## src/rtl/lphm_ram.sv

```systemverilog
// ----------------------------------------------------------------------------
// lphm_ram
// Generic simple dual-port RAM, one write port, one registered read port.
// ----------------------------------------------------------------------------
module lphm_ram #(
    parameter int WIDTH = 8,
    parameter int DEPTH = 64
) (
    input  logic                     i_clk,
    input  logic                     i_we,
    input  logic [$clog2(DEPTH)-1:0] i_waddr,
    input  logic [WIDTH-1:0]         i_wdata,
    input  logic [$clog2(DEPTH)-1:0] i_raddr,
    output logic [WIDTH-1:0]         o_rdata
);

    logic [WIDTH-1:0] r_mem [DEPTH];
    logic [WIDTH-1:0] r_rdata;

    always_ff @(posedge i_clk) begin
        if (i_we) begin
            r_mem[i_waddr] <= i_wdata;
        end
        r_rdata <= r_mem[i_raddr];
    end

    assign o_rdata = r_rdata;

endmodule

```

## config.mk

```make
export PLATFORM = sky130hd
export DESIGN_NAME = lphm_ram
export DESIGN_NICKNAME = d
export VERILOG_FILES = /design/src/rtl/lphm_ram.sv
export SDC_FILE = /design/constraint.sdc
export NUM_CORES = 1
export LEC_CHECK = 0
export ABC_AREA = 1
export BUFFER_PORTS_ARGS = -buffer_cell sky130_fd_sc_hd__buf_4
export CAP_MARGIN = 25
export CELL_PAD_IN_SITES_DETAIL_PLACEMENT = 1
export CELL_PAD_IN_SITES_GLOBAL_PLACEMENT = 1
export CORE_AREA = 2 2 217 219
export DETAILED_ROUTE_END_ITERATION = 7
export DIE_AREA = 0 0 219 221
export GPL_TIMING_DRIVEN = 0
export HOLD_SLACK_MARGIN = 0.02
export PLACE_DENSITY = 0.71
export SETUP_SLACK_MARGIN = 0.1
export SYNTH_ARGS = -nofsm -noshare
export SYNTH_HDL_FRONTEND = slang
export SYNTH_SLANG_ARGS = --single-unit
```

## constraint.sdc

```tcl
create_clock -name i_clk -period 2.7 [get_ports i_clk]
set_input_delay 0 -clock i_clk [delete_from_list [all_inputs] [get_ports i_clk]]
set_output_delay 0 -clock i_clk [all_outputs]
set_load 0.01 [all_outputs]
```

==> results of run 1 <==
==> cells in the mapped netlist, types with 9 or more instances <==
| library cell | number | area (sq um) |
|---|---|---|
| edfxtp_1 | 512 | 15400 |
| buf_4 | 14 | 105 |
| nand4_1 | 9 | 56.3 |
| nor2_1 | 56 | 210 |
| buf_2 | 37 | 185 |
| buf_1 | 10 | 37.5 |
| clkbuf_1 | 15 | 56.3 |
| nand3_1 | 439 | 2200 |
| buf_6 | 35 | 394 |
| nand2_1 | 648 | 2430 |
| inv_1 | 10 | 37.5 |
==> worst register-to-register path, cell delays in order, from the launching register on <==
cell and delay [ns]:
edfxtp_1 0.37, nand2_1 0.09, nand3_1 0.09, nand3_1 0.19, nand2_1 0.10, nand2_1 0.10, nand3_1 0.17, nand3_1 0.14
nand2_1 0.11
==> flip-flops by register name (all words and copies together), names as in the netlist <==
register  cells
o_rdata       8
r_mem       512
==> through the flow <==
| step | TNS [ns] | area, sq um | setup WS (ns) | hold slack [ns] |
|---|---|---|---|---|
| finish | 0 | 24100 | 0.600 | 0.0114 |
| global route | 0 | 24100 | 0.599 | 0.0393 |
| CTS | 0 | 24100 | 0.694 | 0.0314 |
| detailed placement | 0 | 22400 | 0.0617 | 0.394 |
| global placement | -3.34 | 22300 | -0.152 | 0.393 |
| floorplan | 0 | 21300 | 0.934 | 0.0989 |
==> worst paths after layout <==
kind	startpoint	to	slack (ns)
min reg2reg	r_mem[10][4]	o_rdata[4]	0.93
max reg2reg	r_mem[50][5]	o_rdata[5]	1.21
min	i_wdata[4]	r_mem[21][4]	0.01
max	i_waddr[1]	r_mem[25][5]	0.60
==> area by class of cell <==
class | instances | area [sq um] | share of cell area
buffer | 113 | 808 | 0.0335
clock inverter | 33 | 226 | 0.00939
clock buffer | 70 | 1480 | 0.0611
inverter | 12 | 50.0 | 0.00207
sequential | 520 | 15500 | 0.644
multi-input combinational | 1160 | 5000 | 0.207
tap | 607 | 759 | 0.0315
timing repair buffer | 36 | 279 | 0.0116
==> power by group <==
part | switching, W | internal (W) | total, W
sequential | 0.0000177 | 0.00894 | 0.00895
clock | 0.00315 | 0.00413 | 0.00728
combinational | 0.000930 | 0.000319 | 0.00125
total | 0.00410 | 0.0134 | 0.0175
==> kinds of logic (layout without fill, tap and decap cells) <==
kind of cell	Yosys count	after routing	synth area share
buffers and inverters	125	264	0.0402
flip-flops	520	520	0.728
AND/OR/NAND/NOR	1160	1160	0.232
==> per-layer routing <==
metal | global-route usage | vias up | wire [um]
met5 | 0 | - | 0
met4 | 0.111 | 0 | 2660
met3 | 0.0455 | 133 | 5070
met2 | 0.439 | 617 | 31300
met1 | 0.414 | 7511 | 29400
li1 | - | 6544 | -
==> impl_metrics.csv, run 1 <==
group,metric,value,unit
run_status,status,"completed",
finish,syn2layout_area_growth,13.1,%
critical_path,cp_top_family,"simple AND/OR/NAND/NOR gates",
clock_tree,cts_tree,"built",
grt,antenna_found_initial,0,
yosys,synth.ff_latch_count,520,
flow_run,max_cap_violations,0,
detailed_routing,routed-via-count,14800,
clock_tree,clkSinkCount,520,
placement,gp_congestion,0.878,
clock_tree,clk_pin_slew,0.06,ns
die,initial_core_util,0.463,
timing,finalCriticalPeriod,2.10,ns
die,die-height,221,um
power_and_ir_drop,power_leakage,8.75,nW
power_and_ir_drop,ir_drop,0.598,mV
die,dieArea,48400,sq um
critical_path,cp.required,2.92,ns
clock_tree,clock_latency,0.61,ns
die,die_w,219,um
critical_path,path_depth,4,
finish,final_cell_count_no_fill,2551,
clock_tree,hold_buffers,2,
placement,dp.cells,2441,
timing,hold_viol_final,0,
finish,fin_util,0.524,
clock_tree,cts_resized,0,
critical_path,critPathSlowestCell,"nor2_1",
detailed_routing,wl_per_cell,26.8,um
yosys,synth_cells,1805,
detailed_routing,dr.pass1.iters,6,
yosys,synth.cell_area,21300,sq um
critical_path,worstSetupEndpointType,"flop",
finish,fin_nets,1920,
grt,grt_overflow,0,
critical_path,arrival,2.32,ns
finish,antenna_cells,0,
timing,tightest_slew,1.09,ns
finish,drive_above_1_share,0.108,
timing,max_freq,476,MHz
detailed_routing,drc,0,
die,io_pins,30,
timing,skew,0.0101,ns
timing,fin_crit_sh,0.778,
worst_hold_path,hp-class,"in -> reg",
grt,grt_max_degree,65,
power_and_ir_drop,power_density,724,nW/um^2
clock_tree,post_cts_buffers,0,
finish,final_cell_mix,"nand2_1 (648), edfxtp_1 (512), nand3_1 (439), clkbuf_16 (57), nor2_1 (56)",
yosys,synth-edff-count,512,
finish,layout_commonest_cell,"nand2_1",
yosys,ys_seq_area_frac,0.728,
detailed_routing,ant_nets,0,
critical_path,cp_cell_sequence,"clkbuf_1, inv_1, nand4_1, nor2_1",
power_and_ir_drop,finalPower,0.0175,W
clock_tree,cts.path.max_buffers,3,
critical_path,path_class,"in -> reg",
clock_tree,root_buffer,"clkbuf_16",
grt,grt_pass1_wl,100,mm
timing,drv_slew,0,
timing,setup_violations,0,
critical_path,crit_path_max_incr_delay,1.09,ns
grt,grt_pass1_vias,15100,
placement,portBuffers,21,
die,design.core.area,46100,sq um
critical_path,path_buf_inv,2,
yosys,synth_cell_types,16,
timing,rsz0062_at_grt,"false",
finish,fillerInstances,4859,
critical_path,crit_fanout,9,
timing,relSlewSlack,0.273,
detailed_routing,first_iter_violations,1533,
clock_tree,numCtsBuffers,55,
clock_tree,htreeDepth,2,
yosys,ys.flop_type,"edfxtp_1",
detailed_routing,routed_via_density,5.80,
yosys,avgSynthCellArea,11.8,sq um
critical_path,critPathLaunchType,"input pin",
worst_hold_path,whs_path_depth,1,
placement,dp_hpwl,45.5,mm
yosys,ys_async_sr_fraction,0,
grt,grt_usage,0.287,
die,num_rows,79,
yosys,yosys_warnings,0,
detailed_routing,wl,68.4,mm
critical_path,r2r_cells,8,
yosys,synthesis.nets,1827,
No activity file was read; power rests on OpenSTA's default activity.
==> run 2: changes to the inputs <==
--- a/config.mk
+++ b/config.mk
@@ -10,12 +10,12 @@
 export CAP_MARGIN = 25
 export CELL_PAD_IN_SITES_DETAIL_PLACEMENT = 1
 export CELL_PAD_IN_SITES_GLOBAL_PLACEMENT = 1
-export CORE_AREA = 2 2 217 219
+export CORE_AREA = 2 2 219 221
 export DETAILED_ROUTE_END_ITERATION = 7
-export DIE_AREA = 0 0 219 221
+export DIE_AREA = 0 0 221 223
 export GPL_TIMING_DRIVEN = 0
 export HOLD_SLACK_MARGIN = 0.02
-export PLACE_DENSITY = 0.71
+export PLACE_DENSITY = 0.73
 export SETUP_SLACK_MARGIN = 0.1
 export SYNTH_ARGS = -nofsm -noshare
 export SYNTH_HDL_FRONTEND = slang
==> constraint.sdc (replaced) <==
create_clock -name i_clk -period 1.8 [get_ports i_clk]
set_input_delay 0 -clock i_clk [delete_from_list [all_inputs] [get_ports i_clk]]
set_output_delay 0 -clock i_clk [all_outputs]
set_load 0.01 [all_outputs]
==> run 2 against run 1 <==
  * The flow now finishes with violations (negative setup slack)
  * Final cell count grew 0.43%
  * Worst setup slack got worse by 0.70 ns
  * Die area grew 1.8%
  * Critical endpoint is now r_mem[19][0]
  * Core utilization fell by 0.77 points
  * Critical path depth is the same
  * Flip-flop and latch count unchanged
  * Non-clock buffer count is 10 higher
  * Power grew 48%
  * Via count rose by 0.71%
  * First-iteration DRC count grew 3.9%
  * Worst hold slack gained 0.0063 ns
==> impl_metrics.csv, run 2 (synthesis gave the netlist of run 1 again) <==
group,metric,value,unit
grt,grt_usage,0.276,
grt,grt_pass1_vias,15100,
detailed_routing,dr.pass1.iters,5,
critical_path,worstSetupEndpointType,"flop",
timing,relSlewSlack,0.363,
finish,largest_reg_flops,512,
detailed_routing,ant_nets,0,
clock_tree,cts.path.max_buffers,3,
critical_path,path_class,"in -> reg",
finish,fin_nets,1928,
worst_hold_path,whs_endpoint,"r_mem[29][1]",
detailed_routing,routed-via-count,14900,
run_status,status,"finished with violations",
power_and_ir_drop,ir_drop,0.963,mV
finish,final_cell_mix,"nand2_1 (648), edfxtp_1 (512), nand3_1 (439), buf_4 (57), clkbuf_16 (54)",
timing,fin_crit_sh,1.05,
die,io_pins,30,
flow_run,max_cap_violations,0,
grt,antenna_found_initial,1,
clock_tree,cts_tree,"built",
die,num_rows,80,
die,die_w,221,um
power_and_ir_drop,power_leakage,8.74,nW
critical_path,crit_fanout,9,
finish,regMostFlops,"r_mem",
power_and_ir_drop,finalPower,0.0258,W
power_and_ir_drop,power_density,1060,nW/um^2
timing,worst_slack,-0.0956,ns
power_and_ir_drop,switchingPower,0.00607,W
power_and_ir_drop,pwr-share-clk,0.405,
die,initial_core_util,0.453,
detailed_routing,wl,67.7,mm
clock_tree,numCtsBuffers,53,
detailed_routing,first_iter_violations,1593,
grt,grt_pass1_wl,99.7,mm
run_status,violations,"negative setup slack",
clock_tree,clock_latency,0.62,ns
clock_tree,htreeDepth,2,
finish,fillerInstances,4869,
grt,grt_overflow,0,
detailed_routing,wl_per_cell,26.4,um
power_and_ir_drop,p_sw_frac,0.235,
critical_path,critPathLaunchType,"input pin",
detailed_routing,drc,0,
timing,setup_tns,-2.82,ns
finish,syn2layout_area_growth,14.0,%
placement,portBuffers,21,
critical_path,r2r_cells,8,
timing,skew,0.0284,ns
critical_path,cp.required,2.04,ns
clock_tree,clk_pin_slew,0.06,ns
clock_tree,clkSinkCount,520,
timing,tightest_slew,0.955,ns
die,dieArea,49300,sq um
finish,multiInputGateArea,5190,sq um
critical_path,arrival,2.14,ns
timing,rsz0062_at_grt,"true",
timing,drv_slew,0,
critical_path,worst-r2r-setup-slack,0.29,ns
placement,place_ws,-0.792,ns
die,design.core.area,47100,sq um
placement,gp_congestion,0.910,
timing,max_freq,528,MHz
critical_path,r2r_start,"r_mem[59][6]",
worst_hold_path,whs_path_depth,1,
detailed_routing,routed_via_density,5.82,
critical_path,worst_r2r_endpoint,"o_rdata[6]",
worst_hold_path,hold_start,"i_wdata[1]",
power_and_ir_drop,comb_power_share,0.074,
die,die-height,223,um
power_and_ir_drop,seqPwrFrac,0.520,
finish,final_area,24300,sq um
finish,drive_above_1_share,0.139,
finish,layout_commonest_cell,"nand2_1",
timing,setup_violations,40,
timing,finalCriticalPeriod,1.90,ns
timing,hold_viol_final,0,
power_and_ir_drop,power.internal,0.0197,W
finish,regArea,15500,sq um
grt,grt_max_degree,65,
finish,fin_util,0.516,
clock_tree,root_buffer,"clkbuf_16",
placement,dp_hpwl,45.0,mm
placement,placed_area,22400,sq um
worst_hold_path,hp-class,"in -> reg",
## run 2: changes by cell type in the layout (fill, tap and decap cells not counted), moves of 2 or more
| cell | delta |
|---|---|
| buf_4 | +10 |
| clkbuf_1 | -6 |
| clkbuf_16 | -3 |
| nor2_2 | +38 |
| nor2_4 | +13 |
| clkinv_2 | -3 |
| clkbuf_8 | +6 |
| clkinv_1 | -2 |
| nor2_1 | -51 |
| bufinv_16 | -2 |
## run 2: worst max path at each step
stage	from	endpoint	slack [ns]	cells after the start
floorplan	i_we	r_mem[48][0]	0.03	3
global placement	i_we	r_mem[54][0]	-1.14	3
detailed placement	i_waddr[0]	r_mem[28][0]	-0.79	4
CTS	i_waddr[2]	r_mem[27][7]	-0.07	4
global route	i_waddr[2]	r_mem[19][0]	-0.14	4
finish	i_waddr[2]	r_mem[19][0]	-0.1	4
## run 2: through the flow
step,std cells,hold WS [ns]
4_1_cts,2546,0.0361
6_report,2562,0.0177
3_5_place_dp,2449,0.394
3_3_place_gp,2441,0.391
5_1_grt,2561,0.0407
2_1_floorplan,1805,0.0989
## run 2: power groups by stage
stage               Combinational [W]  Sequential (W)  Clock, W
floorplan                    0.000942          0.0137         0
global placement              0.00178          0.0137         0
detailed placement            0.00184          0.0137         0
CTS                           0.00187          0.0134    0.0106
global route                  0.00205          0.0134    0.0110
finish                        0.00192          0.0134    0.0105
## run 2: layer usage
metal / vias to the layer above / share of wire / GRT usage
li1: 6564 / - / -
met1: 7553 / 0.43 / 0.386
met2: 670 / 0.46 / 0.436
met3: 123 / 0.077 / 0.0471
met4: 0 / 0.033 / 0.103
met5: - / 0 / 0
## run 2: cell type report
cell class / instances / share of cell area
Sequential cell: 520 / 0.638
Clock inverter: 28 / 0.00689
Antenna cell: 1 / 0.000103
Multi-Input combinational cell: 1160 / 0.213
Timing Repair Buffer: 46 / 0.0146
Inverter: 12 / 0.00206
Clock buffer: 67 / 0.0600
Tap cell: 615 / 0.0316
Buffer: 113 / 0.0332
## run 2: worst max-delay path, cell delays in order
cell	delay, ns
clkbuf_1	0.22
inv_1	0.32
nand4_1	0.68
nor2_1	0.90
## run 2: repair_timing
action                                 4_1_cts  5_1_grt
pin swaps                                    0        1
resized for setup                           37       27
endpoints found under the hold margin       35        0
setup endpoints to repair                  242      416
buffers inserted                             0       15
hold buffers                                 2        0
==> run 3: changes to the inputs <==
--- a/config.mk
+++ b/config.mk
@@ -10,12 +10,12 @@
 export CAP_MARGIN = 25
 export CELL_PAD_IN_SITES_DETAIL_PLACEMENT = 1
 export CELL_PAD_IN_SITES_GLOBAL_PLACEMENT = 1
-export CORE_AREA = 2 2 219 221
+export CORE_AREA = 2 2 270 272
 export DETAILED_ROUTE_END_ITERATION = 7
-export DIE_AREA = 0 0 221 223
+export DIE_AREA = 0 0 272 274
 export GPL_TIMING_DRIVEN = 0
 export HOLD_SLACK_MARGIN = 0.02
-export PLACE_DENSITY = 0.73
+export PLACE_DENSITY = 0.5
 export SETUP_SLACK_MARGIN = 0.1
 export SYNTH_ARGS = -nofsm -noshare
 export SYNTH_HDL_FRONTEND = slang
==> constraint.sdc (replaced) <==
create_clock -name i_clk -period 2 [get_ports i_clk]
set_input_delay 0 -clock i_clk [delete_from_list [all_inputs] [get_ports i_clk]]
set_output_delay 0 -clock i_clk [all_outputs]
set_load 0.01 [all_outputs]
==> run 3 against run 2 <==
  * The run ends with negative hold slack left
  * Sequential power shrank 9.7%
  * Register-to-register slack improved by 0.11 ns
  * Routed wire length grew 8.8%
  * Clock-buffer cell count increased by 6
  * Clock power barely moved
  * Via count decreased by 4.5%
  * Power down 6.4%
  * Sequential share of layout area down 1.2 points
  * First-iteration DRC count is 31% lower
  * Highest routed layer unchanged
==> impl_metrics.csv, run 3 (synthesis gave the netlist of run 1 again) <==
group,metric,value,unit
run_status,status,"finished with violations",
run_status,violations,"negative hold slack",
timing,relSlewSlack,0.324,
placement,gp_congestion,0.839,
detailed_routing,wl_per_cell,25.2,um
power_and_ir_drop,seqPwrFrac,0.501,
power_and_ir_drop,power_leakage,8.80,nW
die,io_pins,30,
finish,drive_above_1_share,0.124,
critical_path,critPathLaunchType,"input pin",
clock_tree,root_buffer,"clkbuf_16",
timing,tightest_slew,1.01,ns
timing,skew,0.0264,ns
die,design.core.area,72000,sq um
power_and_ir_drop,switchingPower,0.00581,W
die,dieArea,74500,sq um
power_and_ir_drop,finalPower,0.0242,W
grt,grt_overflow,0,
timing,max_freq,516,MHz
finish,fin_nets,1930,
grt,grt_max_degree,65,
die,initial_core_util,0.297,
grt,grt_usage,0.198,
clock_tree,cts.path.max_buffers,3,
critical_path,critPathLaunch,"i_raddr[2]",
detailed_routing,dr.pass1.iters,5,
finish,fin_util,0.345,
flow_run,max_cap_violations,0,
detailed_routing,routed_via_density,4.88,
timing,finalCriticalPeriod,1.94,ns
finish,largest_reg_flops,512,
detailed_routing,drc,0,
placement,dp_hpwl,50.0,mm
critical_path,r2r_start,"r_mem[51][5]",
grt,grt_pass1_vias,14700,
finish,syn2layout_area_growth,16.3,%
timing,rsz0062_at_grt,"true",
finish,final_cell_mix,"nand2_1 (648), edfxtp_1 (512), nand3_1 (439), clkbuf_16 (60), buf_4 (51)",
power_and_ir_drop,comb_power_share,0.072,
grt,grt_pass1_wl,106,mm
timing,hold_viol_final,5,
power_and_ir_drop,power.internal,0.0183,W
timing,drv_slew,0,
critical_path,worst_r2r_endpoint,"o_rdata[5]",
grt,antenna_found_initial,0,
clock_tree,numCtsBuffers,59,
critical_path,cp.required,2.54,ns
clock_tree,clock_latency,0.63,ns
power_and_ir_drop,ir_drop,0.588,mV
critical_path,path_class,"in -> reg",
detailed_routing,ant_nets,0,
power_and_ir_drop,pwr-share-clk,0.427,
die,num_rows,99,
clock_tree,clkSinkCount,520,
worst_hold_path,hp-class,"in -> reg",
critical_path,critPathCapture,"o_rdata[2]",
power_and_ir_drop,power_density,973,nW/um^2
critical_path,worst-r2r-setup-slack,0.40,ns
placement,portBuffers,21,
critical_path,crit_fanout,10,
timing,fin_crit_sh,0.969,
finish,layout_commonest_cell,"nand2_1",
finish,fillerInstances,7790,
detailed_routing,routed-via-count,14200,
critical_path,r2r_cells,8,
detailed_routing,first_iter_violations,1093,
die,die-height,274,um
finish,regMostFlops,"r_mem",
clock_tree,clk_pin_slew,0.06,ns
detailed_routing,wl,73.6,mm
timing,timing.hold.ws,-0.00685,ns
critical_path,worstSetupEndpointType,"flop",
clock_tree,htreeDepth,2,
timing,setup_violations,0,
power_and_ir_drop,p_sw_frac,0.241,
clock_tree,cts_tree,"built",
critical_path,arrival,2.48,ns
die,die_w,272,um
run 3: changes by cell type in the layout (fill, tap and decap cells not counted), moves of 4 or more:
cell	previous run	this run
nor2_1	5	25
nor2_4	13	2
clkinv_1	11	20
nor2_2	38	29
buf_4	57	51
clkbuf_1	22	28
clkbuf_16	54	60
clkbuf_8	6	0
clkinv_2	13	9
run 3: critical path, stage by stage:
cell and delay [ns]:
buf_4 0.09, buf_2 0.36, buf_1 0.80, nand3_1 0.43, nand2_1 0.15, nand2_1 0.06, nand3_1 0.11, nand3_1 0.21
nand2_1 0.25
run 3: timing repair:
item	in CTS	in global routing
hold buffers	3	1
pin swaps	0	3
hold endpoints to repair	59	3
gates resized for setup	12	21
setup endpoints to repair	193	235
setup buffers	0	6
run 3: metrics by stage:
stage / hold WS, ns / setup WS, ns / TNS (ns) / area (sq um) / cells
floorplan: 0.0989 / 0.234 / 0 / 21300 / 1805
global placement: 0.395 / -0.929 / -190.85 / 22700 / 2785
detailed placement: 0.394 / -0.735 / -213.48 / 22800 / 2794
CTS: 0.0268 / -0.0506 / -1.61 / 24700 / 2906
global route: 0.0302 / 0.0809 / 0 / 24800 / 2915
finish: -0.00685 / 0.0614 / 0 / 24800 / 2917
run 3: layer usage:
layer  GRT usage  vias up  share of wire
met5           0        -              0
met4      0.0536        0          0.025
met3      0.0256       94          0.041
met2       0.337      304           0.48
met1       0.267     7269           0.45
li1            -     6576              -
run 3: power groups by stage:
stage | clock network [W] | logic, W | registers (W)
global placement | 0 | 0.00172 | 0.0123
floorplan | 0 | 0.000848 | 0.0123
CTS | 0.0105 | 0.00176 | 0.0121
global route | 0.0109 | 0.00189 | 0.0121
finish | 0.0103 | 0.00174 | 0.0121
detailed placement | 0 | 0.00175 | 0.0123
run 3: worst min-delay path by stage:
stage | startpoint | endpoint | slack, ns | depth (start not counted)
after floorplan | i_wdata[0] | r_mem[0][0] | 0.1 | 0
after global placement | o_rdata[1] | o_rdata[1] | 0.39 | 1
after CTS | i_raddr[5] | o_rdata[7] | 0.03 | 3
after detailed placement | o_rdata[4] | o_rdata[4] | 0.39 | 1
after global routing | i_wdata[3] | r_mem[24][3] | 0.03 | 1
final | i_wdata[3] | r_mem[19][3] | -0.007 | 1
run 3: cell type report:
type | count | area [sq um] | share of cell area
multi-input cells | 1160 | 5080 | 0.205
clock inverters | 36 | 250 | 0.0101
repair buffers | 42 | 329 | 0.0133
inverters | 12 | 50.0 | 0.00202
clock buffers | 73 | 1550 | 0.0625
diodes | 2 | 5.00 | 0.000202
well taps | 959 | 1200 | 0.0484
plain buffers | 113 | 808 | 0.0326
flip-flops and latches | 520 | 15500 | 0.626
